### src/hdl/puwm_pkg.sv
package puwm_pkg;

  localparam int IN_ROW_W    = 9;
  localparam int IN_COL_W    = 11;
  localparam int IN_TDATA_W  = 24;
  localparam int CFG_W       = 16;
  localparam int CFG_ADDR_W  = 2;
  localparam int OUT_W       = 17;
  localparam int OUT_TDATA_W = 40;
  localparam int TRIG_W      = 16;
  localparam int RAD_W       = 26;
  localparam int U_W         = 27;

  localparam int STAGES   = 7;
  localparam int STG_PROD = 0;
  localparam int STG_PART = 1;
  localparam int STG_QEST = 2;
  localparam int STG_QMUL = 3;
  localparam int STG_RAD  = 4;
  localparam int STG_MUL  = 5;
  localparam int STG_OUT  = 6;

  localparam longint unsigned HALF_PI_Q30 = 64'd1686629713;
  localparam longint unsigned ONE_Q30     = 64'd1073741824;

  localparam logic signed [OUT_W-1:0] OUT_MIN = 17'sh10000;
  localparam logic signed [OUT_W-1:0] OUT_MAX = 17'sh0FFFF;

  typedef enum logic [CFG_ADDR_W-1:0] {
    REG_R_MIN,
    REG_R_MAX,
    REG_CENTER_X,
    REG_CENTER_Y
  } cfg_reg_t;

  typedef struct packed {
    logic [STAGES-1:0] load;
  } pipe_ctl_t;

  typedef logic signed [TRIG_W-1:0] trig_t;
  typedef logic signed [RAD_W-1:0]  radius_t;
  typedef logic signed [OUT_W-1:0]  coord_t;

endpackage

### src/hdl/puwm_project.sv
module puwm_project import puwm_pkg::*; (
  input  logic             clk,
  input  pipe_ctl_t        ctl,
  input  radius_t          radius,
  input  trig_t            cos_v,
  input  trig_t            sin_v,
  input  logic [CFG_W-1:0] center_x,
  input  logic [CFG_W-1:0] center_y,
  output coord_t           source_x,
  output coord_t           source_y
);

  localparam int PX_W  = RAD_W + TRIG_W;
  localparam int FX_W  = PX_W - 15;
  localparam int SUM_W = FX_W + 1;

  function automatic coord_t sat(input logic signed [SUM_W-1:0] v);
    coord_t r;
    priority if (v < SUM_W'(OUT_MIN)) begin
      r = OUT_MIN;
    end else if (v > SUM_W'(OUT_MAX)) begin
      r = OUT_MAX;
    end else begin
      r = v[OUT_W-1:0];
    end
    return r;
  endfunction

  logic signed [PX_W-1:0]  px_r, py_r;
  logic signed [FX_W-1:0]  fx, fy;
  logic signed [SUM_W-1:0] sx, sy;
  coord_t                  sx_r, sy_r;

  // dropping 15 bits of a signed product is the floor
  assign fx = px_r[PX_W-1:15];
  assign fy = py_r[PX_W-1:15];
  assign sx = signed'({fx[FX_W-1], fx}) + signed'(SUM_W'(center_x));
  assign sy = signed'({fy[FX_W-1], fy}) + signed'(SUM_W'(center_y));

  always_ff @(posedge clk) begin
    if (ctl.load[STG_MUL]) begin
      px_r <= radius * cos_v;
      py_r <= radius * sin_v;
    end
    if (ctl.load[STG_OUT]) begin
      sx_r <= sat(sx);
      sy_r <= sat(sy);
    end
  end

  assign source_x = sx_r;
  assign source_y = sy_r;

endmodule

### config.mk
export PLATFORM = sky130hd
export DESIGN_NAME = puwm_project
export DESIGN_NICKNAME = d
export VERILOG_FILES = /design/src/hdl/puwm_pkg.sv /design/src/hdl/puwm_project.sv
export SDC_FILE = /design/constraint.sdc
export NUM_CORES = 2
export LEC_CHECK = 0
export ABC_AREA = 1
export BUFFER_PORTS_ARGS = -buffer_cell sky130_fd_sc_hd__buf_4
export CAP_MARGIN = 40
export CORE_MARGIN = 8
export CORE_UTILIZATION = 60
export CTS_CLUSTER_DIAMETER = 60
export DETAILED_ROUTE_END_ITERATION = 8
export GPL_TIMING_DRIVEN = 0
export PLACE_DENSITY = 0.83
export SYNTH_ARGS = -nofsm -noshare
export SYNTH_HDL_FRONTEND = slang
export SYNTH_SLANG_ARGS = --single-unit
### constraint.sdc
create_clock -name clk -period 7.95 [get_ports clk]
set_input_delay 0.795 -clock clk [delete_from_list [all_inputs] [get_ports clk]]
set_output_delay 0.795 -clock clk [all_outputs]
set_load 0.02 [all_outputs]
==> summary.md <==
| Metric | Value |
|---|---|
| Clk pin slew, worst setup/hold paths | 80 ps |
| Reg2reg setup slack | 4900 ps |
| Drt pass-1 iters | 6 |
| Number of synthesized flops with an enable pin | 88 |
| Gr busiest metal | met2 |
| Detailed Route Iter0 Violations | 3380 |
| Compound-cell area share of the yosys netlist | 3.68% |
| Crit path launch | cos_v[2] |
| Kind of critical path | input port to flip-flop |
| H-tree Lvls | 3 |
| Max Clk Rate | 130 MHz |
| PortBufs | 96 |
| Crit start category | input port |
| Final setup viols | 0 |
| Final Slew Violations | 0 |
| Largest net degree at the start of global routing | 55 |
| Worst EP required | 8100 ps |
| HPWL Detailed | 95.1 mm |
| Synth warn | 0 |
| Data arrival time of the critical path | 7870 ps |
| Met2 GRT Util | 47.5% |
| FFs w/ async S/R, synth | 0% |
| First-pass GRT wire length | 173 mm |
| HP Class | flip-flop to flip-flop |
| Vias in the first global route | 32000 |
| # DRC | 0 |
| FF+latch count, synth | 88 |
| Post-Syn Instances | 4869 |
| Routing usage on met3 | 9.14% |
| Placed inst area | 38800 um^2 |
| CTS Buffer Depth | 2 |
| GRT Total Usage | 32.0% |
| Vias after detailed routing | 31600 |
| CP Max Fanout | 10 |
| Cts repair resizes | 0 |
| Final Critical Period | 7720 ps |
| TritonCTS Sinks | 88 |
| CTS tree | yes |
| CTS Hold Bufs | 0 |
| Main combinational cell family by area after synthesis | adder cells |
| Post-CTS Repair Setup Buffers | 0 |
| Simple-Gate Fraction of Synth Area | 18.8% |
| Skew-Pair Late Insertion Delay | 380 ps |
| RePlAce Congestion | 0.977 |
| DRT Wirelength | 110 mm |
| Fin Hold WS | 827 ps |
| Starting Density | 60.4% |
| Clock root cell | clkbuf_16 |
| Top cells by count, synth | inv_1, nand2_1, fa_1, ha_1, nor2_1 |
| Worst Setup End Kind | flip-flop |
| Avg Cell Area, Syn | 7.61 um^2 |
| Most frequent cell after synthesis | inv_1 |
| Die H | 265 um |
| GRT overflow | 0 |
| Seq/Total Area, Yosys | 7.13% |
| Die Wd | 265 um |
| Hold_sp | py_r[41]$_DFFE_PP_ |
| DIE AREA | 70000 um^2 |
| Top_reg_cell synth | edfxtp_1 |
| Max_cap viols | 0 |
| Net Count, Synth | 6001 |
| RR Startpoint | px_r[15]$_DFFE_PP_ |
| Post-synth top area share | 43.4% |
| Final nets | 6112 |
| Top post-synthesis cells by area | fa_1, inv_1, nand2_1 |
| Area of the mapped netlist | 37100 um^2 |
| RSZ-0062 raised after global routing | false |
| Slew Limit Headroom | 30.6% |
| Initial antenna violation count | 3 |
| Via density | 5.46 |
| Layout Skew | 14.1 ps |
| Synthesis-to-layout area growth | 5.58% |
| GR Util met1 | 45.4% |
| Proportion of layout cells with a drive suffix above 1 | 3.29% |
| Post-route ant nets | 0 |
| Cell taking the most area after synthesis | fa_1 |
| Slew at the pin closest to its max-slew limit | 1040 ps |
| I/O pin count | 132 |
| Final count of hold timing violations | 0 |
| TritonCTS Buffers | 9 |
| WL/cell | 19.1 um |
| Netlist cell types | 42 |
| Final Instance Area | 39100 um^2 |
| Rows | 91 |
| Core area | 61400 um^2 |
| Crit share post-route | 97.1% |
| Adder-cell share of the synthesized area | 51.2% |
| Post-synthesis mux area share | 0% |
| Status | finished, final reports clean |
| Xor and xnor fraction of the mapped netlist area | 2.39% |
| Setup TNS | 0 ps |
registers in the layout, indices dropped and copies added (netlist names):
name and count:
px_r 27, py_r 27, source_x 17, source_y 17
layout make-up:
cell class	count	area, um^2
Sequential cell	88	2640
Fill cell	5355	22300
Buffer	176	696
Timing Repair Buffer	100	769
Antenna cell	5	12.5
Multi-Input combinational cell	3136	28200
Tap cell	790	988
Clock inverter	6	67.6
Inverter	1469	5510
Clock buffer	10	229
critical path, stage by stage:
cell	delay [ps]
clkbuf_1	580
clkbuf_1	770
nand2_1	170
fa_1	530
fa_1	520
fa_1	520
inv_1	60
fa_1	490
fa_1	490
inv_1	50
fa_1	530
inv_1	60
ha_1	350
a21oi_1	310
o21ai_0	220
a21oi_1	210
nor2_1	50
or2_2	270
a21oi_1	400
o21bai_1	150
xor2_1	330
final timing paths:
path | cells after the start | to
worst min-delay path | 2 | source_y[16]$_SDFFCE_PP1P_
worst max register to register | 19 | source_x[14]$_SDFFCE_PP0P_
worst min register to register | 2 | source_y[16]$_SDFFCE_PP1P_
worst max-delay path | 21 | px_r[39]$_DFFE_PP_
layer usage:
layer  wire length, um  vias to the layer above
met5                 0                        -
met4              3450                        0
met3             15100                      252
met2             47600                     1847
met1             44100                    15500
li1                  -                    14000
stage by stage:
stage	util, %	setup WS (ps)	instances
floorplan	-	1630	4869
global placement	63.2	208	5755
detailed placement	63.2	114	5757
CTS	63.7	527	5773
global route	63.7	49.6	5777
finish	63.7	232	5780
placed cells by master (no fill, tap or decap), drive strengths merged, types with 22 or more instances in the layout:
master / synthesis / layout
inv: 1468 / 1470
clkbuf: 162 / 172
xor2: 57 / 57
ha: 230 / 230
fa: 804 / 804
nand2: 1359 / 1359
o21ai: 67 / 67
nand3: 86 / 86
edfxtp: 88 / 88
nor2: 238 / 238
buf: 14 / 114
nor3: 22 / 22
nand4: 29 / 29
xnor2: 44 / 44
a21oi: 120 / 120
logic make-up (layout without fill, tap and decap cells):
logic type / count (synthesis) / in the layout
AND/OR/NAND/NOR: 1756 / 1756
buffers and inverters: 1645 / 1761
adder cells (fa/ha/maj): 1034 / 1034
AO/OA/AOI/OAI: 245 / 245
XOR/XNOR: 101 / 101
flip-flops: 88 / 88
other: 0 / 5
Power is left out: the tool's default activity adds up to more than one toggle a clock period on the data nets, which glitch-free logic cannot reach.
