--- src/hdl/puwm_pkg.sv ---
package puwm_pkg;

  localparam int IN_ROW_W    = 9;
  localparam int IN_COL_W    = 11;
  localparam int IN_TDATA_W  = 24;
  localparam int CFG_W       = 16;
  localparam int CFG_ADDR_W  = 2;
  localparam int OUT_W       = 17;
  localparam int OUT_TDATA_W = 40;
  localparam int TRIG_W      = 16;
  localparam int RAD_W       = 26;
  localparam int U_W         = 27;

  localparam int STAGES   = 7;
  localparam int STG_PROD = 0;
  localparam int STG_PART = 1;
  localparam int STG_QEST = 2;
  localparam int STG_QMUL = 3;
  localparam int STG_RAD  = 4;
  localparam int STG_MUL  = 5;
  localparam int STG_OUT  = 6;

  localparam longint unsigned HALF_PI_Q30 = 64'd1686629713;
  localparam longint unsigned ONE_Q30     = 64'd1073741824;

  localparam logic signed [OUT_W-1:0] OUT_MIN = 17'sh10000;
  localparam logic signed [OUT_W-1:0] OUT_MAX = 17'sh0FFFF;

  typedef enum logic [CFG_ADDR_W-1:0] {
    REG_R_MIN,
    REG_R_MAX,
    REG_CENTER_X,
    REG_CENTER_Y
  } cfg_reg_t;

  typedef struct packed {
    logic [STAGES-1:0] load;
  } pipe_ctl_t;

  typedef logic signed [TRIG_W-1:0] trig_t;
  typedef logic signed [RAD_W-1:0]  radius_t;
  typedef logic signed [OUT_W-1:0]  coord_t;

endpackage

--- src/hdl/puwm_radius.sv ---
module puwm_radius import puwm_pkg::*; #(
  parameter int OUT_ROWS = 400
) (
  input  logic                clk,
  input  pipe_ctl_t           ctl,
  input  logic [CFG_W-1:0]    r_min,
  input  logic [CFG_W-1:0]    r_max,
  input  logic [IN_ROW_W-1:0] row,
  output radius_t             radius
);

  localparam int MAG_LIM = 1 << 25;
  localparam int OFS_B   = (MAG_LIM + OUT_ROWS - 1) / OUT_ROWS;
  localparam int OFFSET  = OFS_B * OUT_ROWS;
  localparam int RECIP   = (1 << U_W) / OUT_ROWS;
  localparam int DIV_W   = $clog2(OUT_ROWS + 1);
  localparam int RL_W    = U_W / 2;
  localparam int RH_W    = U_W - RL_W;
  localparam int PROD_W  = CFG_W + 1 + IN_ROW_W + 1;
  localparam int RS_W    = U_W + 2;

  localparam logic [U_W-1:0]   RECIP_V = U_W'(RECIP);
  localparam logic [DIV_W-1:0] DIV_V   = DIV_W'(OUT_ROWS);

  logic signed [CFG_W:0]    diff;
  logic signed [PROD_W-1:0] prod;
  logic [PROD_W:0]          biased;
  logic [2*U_W-1:0]         full;
  logic [U_W-1:0]           rem;
  logic [U_W-1:0]           qf;
  logic signed [RS_W-1:0]   rad;

  logic [U_W-1:0]      u_a_r, u_b_r, u_c_r, u_d_r;
  logic [U_W+RL_W-1:0] pl_r;
  logic [U_W+RH_W-1:0] ph_r;
  logic [U_W-1:0]      qe_c_r, qe_d_r, qd_d_r;
  radius_t             radius_r;

  // biased so the floor division works on a non-negative value
  assign diff   = signed'({1'b0, r_max}) - signed'({1'b0, r_min});
  assign prod   = diff * signed'({1'b0, row});
  assign biased = {prod[PROD_W-1], prod} + (PROD_W+1)'(OFFSET);

  assign full = {ph_r, RL_W'(0)} + (2*U_W)'(pl_r);

  assign rem = u_d_r - qd_d_r;
  assign qf  = qe_d_r + U_W'(rem >= U_W'(OUT_ROWS));
  assign rad = signed'(RS_W'(r_min)) + signed'(RS_W'(qf)) - signed'(RS_W'(OFS_B));

  always_ff @(posedge clk) begin
    if (ctl.load[STG_PROD]) begin
      u_a_r <= biased[U_W-1:0];
    end
    if (ctl.load[STG_PART]) begin
      pl_r  <= u_a_r * RECIP_V[RL_W-1:0];
      ph_r  <= u_a_r * RECIP_V[U_W-1:RL_W];
      u_b_r <= u_a_r;
    end
    if (ctl.load[STG_QEST]) begin
      qe_c_r <= full[2*U_W-1:U_W];
      u_c_r  <= u_b_r;
    end
    if (ctl.load[STG_QMUL]) begin
      qd_d_r <= U_W'(qe_c_r * DIV_V);
      qe_d_r <= qe_c_r;
      u_d_r  <= u_c_r;
    end
    if (ctl.load[STG_RAD]) begin
      radius_r <= rad[RAD_W-1:0];
    end
  end

  assign radius = radius_r;

endmodule

--- config.mk ---
export PLATFORM = sky130hd
export DESIGN_NAME = puwm_radius
export DESIGN_NICKNAME = d
export VERILOG_FILES = /design/src/hdl/puwm_pkg.sv /design/src/hdl/puwm_radius.sv
export SDC_FILE = /design/constraint.sdc
export NUM_CORES = 1
export LEC_CHECK = 0
export ABC_AREA = 1
export ABC_CLOCK_PERIOD_IN_PS = 14500
export BUFFER_PORTS_ARGS = -buffer_cell sky130_fd_sc_hd__buf_2
export CORE_ASPECT_RATIO = 1.2
export CORE_MARGIN = 2
export CORE_UTILIZATION = 50
export CTS_CLUSTER_SIZE = 40
export DETAILED_ROUTE_END_ITERATION = 10
export GPL_ROUTABILITY_DRIVEN = 0
export GPL_TIMING_DRIVEN = 0
export HOLD_SLACK_MARGIN = 0.15
export PLACE_DENSITY = 0.66
export SLEW_MARGIN = 15
export SYNTH_ARGS = -nofsm -noshare
export SYNTH_HDL_FRONTEND = slang
export SYNTH_SLANG_ARGS = --single-unit
--- constraint.sdc ---
create_clock -name clk -period 14.5 [get_ports clk]
set_input_delay 1.45 -clock clk [delete_from_list [all_inputs] [get_ports clk]]
set_output_delay 1.45 -clock clk [all_outputs]
set_load 0.01 [all_outputs]
==> summary.md, run 1 <==
| Metric | Value |
|---|---|
| Worst hold stages | 0 |
| Fraction of registers with async set/reset | 0% |
| Die width | 218 um |
| Hold_ws | 0.418 ns |
| Crit path largest cell delay | 0.56 ns |
| Core Region | about 55000 um^2 |
| # fillers | 4876 |
| Clock transition at the registers of the reported paths | 0.06 ns |
| Fin nets | 3772 |
| # resized after CTS | 0 |
| Routed Antenna Nets | 0 |
| Worst Path Arrival | 8.19 ns |
| Setup TNS | 0 ns |
| # Post-CTS Setup Buffers | 0 |
| Crit path to | u_a_r[25] |
| Slew headroom | 31.5% |
| Synth warn | 0 |
| Syn_area_per_cell | 9.33 um^2 |
| Synth area leader | edfxtp_1 |
| Overflow after GRT | 0 |
| Root buffer cell | clkbuf_16 |
| Final hold viol count | 0 |
| Rows | 94 |
| RSZ-0062 raised after global routing | no |
| Worst Reg-to-Reg Cells | 35 |
| Largest cells by area after synthesis | edfxtp_1 (26%), fa_1 (22%), ha_1 (17%), inv_1 (7.6%), nand2_1 (6.2%) |
| Post-Syn Instances | between 2000 and 3000 |
| Routed wl met3 | 3310 um |
| Max-capacitance violation count | 0 |
| Clock skew | 0.0178 ns |
| Die Area | 56800 um^2 |
| Routed wl met2 | between 30000 and 40000 um |
| Cts bufs inserted | 27 |
| Highest routed layer | met4 |
| CP startpoint | r_min[0] |
| Final WL | 64800 um |
| Post-Synthesis Net Count | 3671 |
| Avg WL per Cell | 17.1 um |
| Post-synthesis sequential area ratio | around 26% |
| Status | finished clean |
| Post-synth EDFFs | 236 |
| Most frequent cell after synthesis | inv_1 |
| First-pass GRT wire length | ~100000 um |
| Reg2reg setup slack | 8.20 ns |
| Mapped Area | approximately 27000 um^2 |
| CP max FO | 6 |
| Final period util | 54.2% |
| Crit end category | flip-flop |
| Share of layout cells above drive strength 1 | 6.17% |
| DRC Markers | 0 |
| Final setup fails | 0 |
| Die height | 261 um |
| Metal-1 WL | 25700 um |
| Top-area cell type share of the netlist area | 25.8% |
| Mean number of vias per cell | 5.38 |
| Initial DRC count | between 1000 and 1500 |
| Commonest cells post-synth | inv_1 (556), nand2_1 (453), ha_1 (380) |
| CTS Hold Buffers Added | 0 |
| Initial antenna violation count | 2 |
| Worst Tran Pin Value | 1.03 ns |
| Fin crit period | 7.86 ns |
| Pin count of the biggest net entering global routing | 60 |
| Htree depth | 1 |
| Peak Freq | 127 MHz |
| Detailed-route via count | 20400 |
| Worst-path cell with the longest stage delay | fa_1 |
| Antenna diodes | 0 |
| Hold_sp | u_c_r[23] |
| GR Util All Layers | 23.4% |
| Synth-to-Final Area Change | 8.20% |
| R2r startpoint | qe_d_r[0] |
| Top Ports | 75 |
| Worst Path Required | 14.83 ns |
| Hold Crit Class | flip-flop to flip-flop |
| CP startpoint kind | input port |
| TritonCTS sink count | 236 |
| Synth Flop Type | edfxtp_1 |
| DRT Pass-1 Iters | 5 |
| Vias in the first global route | 20700 |
| Initial core utilization | about 50% |
| Most used cell along the critical path | nand2_1 |
| PortBufs | 70 |
| Flops & latches, synth | 236 |
| DP HPWL | 54400 um |
| CTS tree | done |
| Distinct cells, synth | 56 |
| Clk Latency, worst-skew pair | roughly 0.56 ns |
| Slew Limit Fails | 0 |
| Reg-to-reg endpoint | radius[21] |
| Crit Path Category | input port to flip-flop |
| Clock buffer depth | 3 |
-- stage by stage --
step / cell area (um^2) / utilization (%) / setup WS (ns) / std cells
global route: 29700 / 54.5 / 6.18 / 3785
CTS: 29700 / 54.5 / 6.75 / 3785
floorplan: 27500 / - / 7.23 / 2943
global placement: 28700 / 52.6 / 6.26 / 3733
finish: 29700 / 54.5 / 6.64 / 3785
detailed placement: 28800 / 52.7 / 6.17 / 3735
-- flip-flops by register name, indices dropped and copies added (netlist names) --
register and cells:
u_c_r 23, u_d_r 23, qe_d_r 20, radius 26
u_a_r 27, qd_d_r 20, u_b_r 25, ph_r 28
qe_c_r 20, pl_r 24
-- worst min path at each step --
stage	endpoint
after floorplan	u_c_r[10]
after global placement	u_d_r[4]
after detailed placement	u_c_r[17]
after CTS	u_d_r[23]
after global routing	u_d_r[13]
final	u_d_r[23]
-- layout by cell type (no fill, tap or decap), types with 9 or more instances in the layout --
cell type | Yosys | layout
inv_1 | 556 | 556
nand2_1 | 453 | 453
ha_1 | 380 | 380
fa_1 | 299 | 299
nor2_1 | 236 | 236
edfxtp_1 | 236 | 236
a21oi_1 | 196 | 196
xor2_1 | 104 | 104
nand3_1 | 99 | 99
o21ai_0 | 91 | 91
buf_2 | 0 | 68
xnor2_1 | 47 | 47
nand4_1 | 31 | 31
clkbuf_16 | 0 | 27
nor3_1 | 22 | 22
nand2_2 | 19 | 19
a21o_1 | 15 | 15
nor4_1 | 13 | 13
a31oi_1 | 13 | 13
or2_2 | 13 | 13
o21bai_1 | 12 | 12
clkbuf_1 | 9 | 12
o21ai_1 | 11 | 11
o21a_1 | 9 | 9
-- metal layers --
| metal | up-vias | GRT usage (%) |
|---|---|---|
| li1 | 9815 | - |
| met1 | 9817 | 28.7 |
| met2 | 570 | 40.0 |
| met3 | 176 | 3.11 |
| met4 | 0 | 12.6 |
| met5 | - | 0 |
-- kinds of logic (layout without fill, tap and decap cells) --
| logic type | Yosys count | in the layout | share of synthesized area, % |
|---|---|---|---|
| AO/OA/AOI/OAI | 382 | 382 | 7.81 |
| XOR/XNOR | 154 | 154 | 4.99 |
| adder cells (fa/ha/maj) | 679 | 679 | 39.1 |
| buffers and inverters | 572 | 694 | 7.84 |
| flip-flops | 236 | 236 | 25.8 |
| AND/OR/NAND/NOR | 920 | 920 | 14.5 |
-- area by class of cell --
cell class	instances	area [um^2]	area share, %
clock buffer	30	687	2.31
timing repair buffer	72	403	1.36
sequential	236	7090	23.8
tap	720	901	3.03
multi-input combinational	2135	18200	61.3
buffer	10	38.8	0.131
clock inverter	20	262	0.880
inverter	562	2110	7.11
-- critical path, delay by kind of cell --
family / cells / cell delay (ns)
xor+xnor: 1 / 0.32
buf+inv: 8 / 0.72
compound gates: 1 / 0.19
simple gates: 18 / 1.88
fa+ha+maj: 8 / 3.63
Power of run 1 is left out: the tool's default activity adds up to more than one toggle a clock period on the data nets, which glitch-free logic cannot reach.
==> inputs of run 2 (changes only) <==
--- a/config.mk
+++ b/config.mk
@@ -6,7 +6,7 @@
 export NUM_CORES = 1
 export LEC_CHECK = 0
 export ABC_AREA = 1
-export ABC_CLOCK_PERIOD_IN_PS = 14500
+export ABC_CLOCK_PERIOD_IN_PS = 7600
 export BUFFER_PORTS_ARGS = -buffer_cell sky130_fd_sc_hd__buf_2
 export CORE_ASPECT_RATIO = 1.2
 export CORE_MARGIN = 2
==> constraint.sdc (replaced) <==
create_clock -name clk -period 7.6 [get_ports clk]
set_input_delay 0.76 -clock clk [delete_from_list [all_inputs] [get_ports clk]]
set_output_delay 0.76 -clock clk [all_outputs]
set_load 0.01 [all_outputs]
==> run 2 against run 1 <==
Against the previous run: sequential share of layout area about the same; worst hold slack about the same; routed wire length about the same; design area about the same; count of clock-buffer cells in the layout unchanged; cell count unchanged; global-route usage unchanged; register-to-register slack worse by 6.9 ns; core utilization about the same; die area unchanged; clock skew down 0.00084 ns; critical path type unchanged.
==> summary.md, run 2 (synthesized netlist as in run 1, its figures left out) <==
| Metric | Value |
|---|---|
| Fin nets | 3772 (unchanged) |
| Antenna diodes | 0 (unchanged) |
| Max-capacitance violation count | 0 (unchanged) |
| Pin count of the biggest net entering global routing | 60 (unchanged) |
| Cts bufs inserted | 27 (unchanged) |
| Routed Antenna Nets | 0 (unchanged) |
| Initial core utilization | 50.3% (unchanged) |
| Share of layout cells above drive strength 1 | 6.23% (+0.065 points) |
| Crit path largest cell delay | 0.56 ns (about the same) |
| # Post-CTS Setup Buffers | 0 (unchanged) |
| Final hold viol count | 0 (unchanged) |
| Fin crit period | just over 7 ns |
| Avg WL per Cell | 17.1 um (about the same) |
| Core Region | 54600 um^2 (unchanged) |
| Clock skew | 0.0170 ns (-0.000841 ns) |
| Clk Latency, worst-skew pair | 0.56 ns (about the same) |
| GR Util All Layers | 23.4% (unchanged) |
| Slew headroom | 31.9% (+0.32 points) |
| TritonCTS sink count | 236 (unchanged) |
| Biggest register | ph_r |
| Peak Freq | 141 MHz |
| Most used cell along the critical path | nand2_1 |
| Final setup fails | 0 (unchanged) |
| Hold Crit Class | flip-flop to flip-flop |
| First-pass GRT wire length | 105000 um (unchanged) |
| DRT Pass-1 Iters | 5 (unchanged) |
| Final period util | 93.4% |
| PortBufs | 70 (unchanged) |
| Mean number of vias per cell | 5.38 (about the same) |
| Overflow after GRT | 0 (unchanged) |
| Layout Utilization | 54.5% (about the same) |
| Clock buffer depth | 3 (unchanged) |
| CTS tree | done |
| Die width | 218 um (unchanged) |
| Rows | 94 (unchanged) |
| Crit Path Category | input port to flip-flop |
| Max FFs per register | 28 (unchanged) |
| Worst Tran Pin Value | 1.02 ns (-0.00479 ns) |
| # fillers | 4876 (unchanged) |
| Status | finished clean |
| DRC Markers | 0 (unchanged) |
| Die Area | 56800 um^2 (unchanged) |
| RSZ-0062 raised after global routing | no |
| Htree depth | 1 (unchanged) |
| Crit end category | flip-flop |
| Detailed-route via count | 20400 (+0.0049%) |
| Synth-to-Final Area Change | 8.22% (about the same) |
| Initial antenna violation count | 2 (unchanged) |
| Initial DRC count | 1308 (-12%) |
| Final WL | 64800 um (about the same) |
| Multi-input logic area | 18200 um^2 (about the same) |
| Root buffer cell | clkbuf_16 |
| Worst-path cell with the longest stage delay | fa_1 |
| Slew Limit Fails | 0 (unchanged) |
| Clock transition at the registers of the reported paths | 0.06 ns (about the same) |
| Register area | 7090 um^2 (unchanged) |
| Die height | 261 um (unchanged) |
| Vias in the first global route | 20700 (unchanged) |
| CP startpoint kind | input port |
| CP max FO | 6 (unchanged) |
| Worst Path Required | 7.94 ns (-6.89 ns) |
| Worst Path Arrival | 7.44 ns (-0.75 ns) |
| Commonest non-fill, non-tap cell in the layout | inv_1 |
| Top Ports | 75 (unchanged) |
| DP HPWL | 54400 um (unchanged) |
| Commonest non-fill, non-tap cells in the layout | inv_1 (555), nand2_1 (453), ha_1 (380) |
==> run 2: worst max-delay path: cells and delay by family <==
| kind | cells | cell delay (ns) |
|---|---|---|
| XOR/XNOR | 1 | 0.30 |
| AND/OR/NAND/NOR | 18 | 1.88 |
| adder cells (fa/ha/maj) | 8 | 3.61 |
| buffers and inverters | 8 | 0.67 |
| AO/OA/AOI/OAI | 1 | 0.19 |
==> run 2: what timing repair did <==
item	in CTS	in global routing
setup endpoints to repair	0	2
resized for setup	0	2
hold buffers	0	0
==> run 2: path summary, 6_finish.rpt <==
path	start	end	slack [ns]	cells past startpoint
max	r_min[0]	u_a_r[25]	0.50	36
min reg2reg	u_b_r[17]	u_c_r[17]	0.42	0
min	u_b_r[17]	u_c_r[17]	0.42	0
max reg2reg	qe_d_r[0]	radius[21]	1.32	35
==> run 2: layout make-up <==
type	instances	share of cell area [%]
well taps	720	3.03
multi-input cells	2135	61.3
flip-flops and latches	236	23.8
inverters	562	7.11
plain buffers	10	0.130
clock buffers	30	2.31
repair buffers	72	1.36
clock inverters	20	0.880
==> run 2: metal layers <==
metal  global-route usage, %  routed length [um]  vias to the layer above
met5                       0                   0                        -
met4                    12.6                3840                        0
met3                    3.11                3150                      174
met2                    40.0               32000                      543
met1                    28.7               25800                     9835
li1                        -                   -                     9827
==> run 2: through the flow <==
stage | hold slack [ns] | cells | setup slack [ns] | setup TNS, ns | instance area, um^2
2_1_floorplan | 0.400 | 2943 | 1.02 | 0 | 27500
3_5_place_dp | 0.405 | 3735 | -0.0426 | -0.0571 | 28800
5_1_grt | 0.427 | 3785 | 0.0688 | 0 | 29700
4_1_cts | 0.419 | 3785 | 0.540 | 0 | 29700
3_3_place_gp | 0.402 | 3733 | 0.0499 | 0 | 28700
6_report | 0.418 | 3785 | 0.498 | 0 | 29700
Power of run 2 is left out for the same reason.
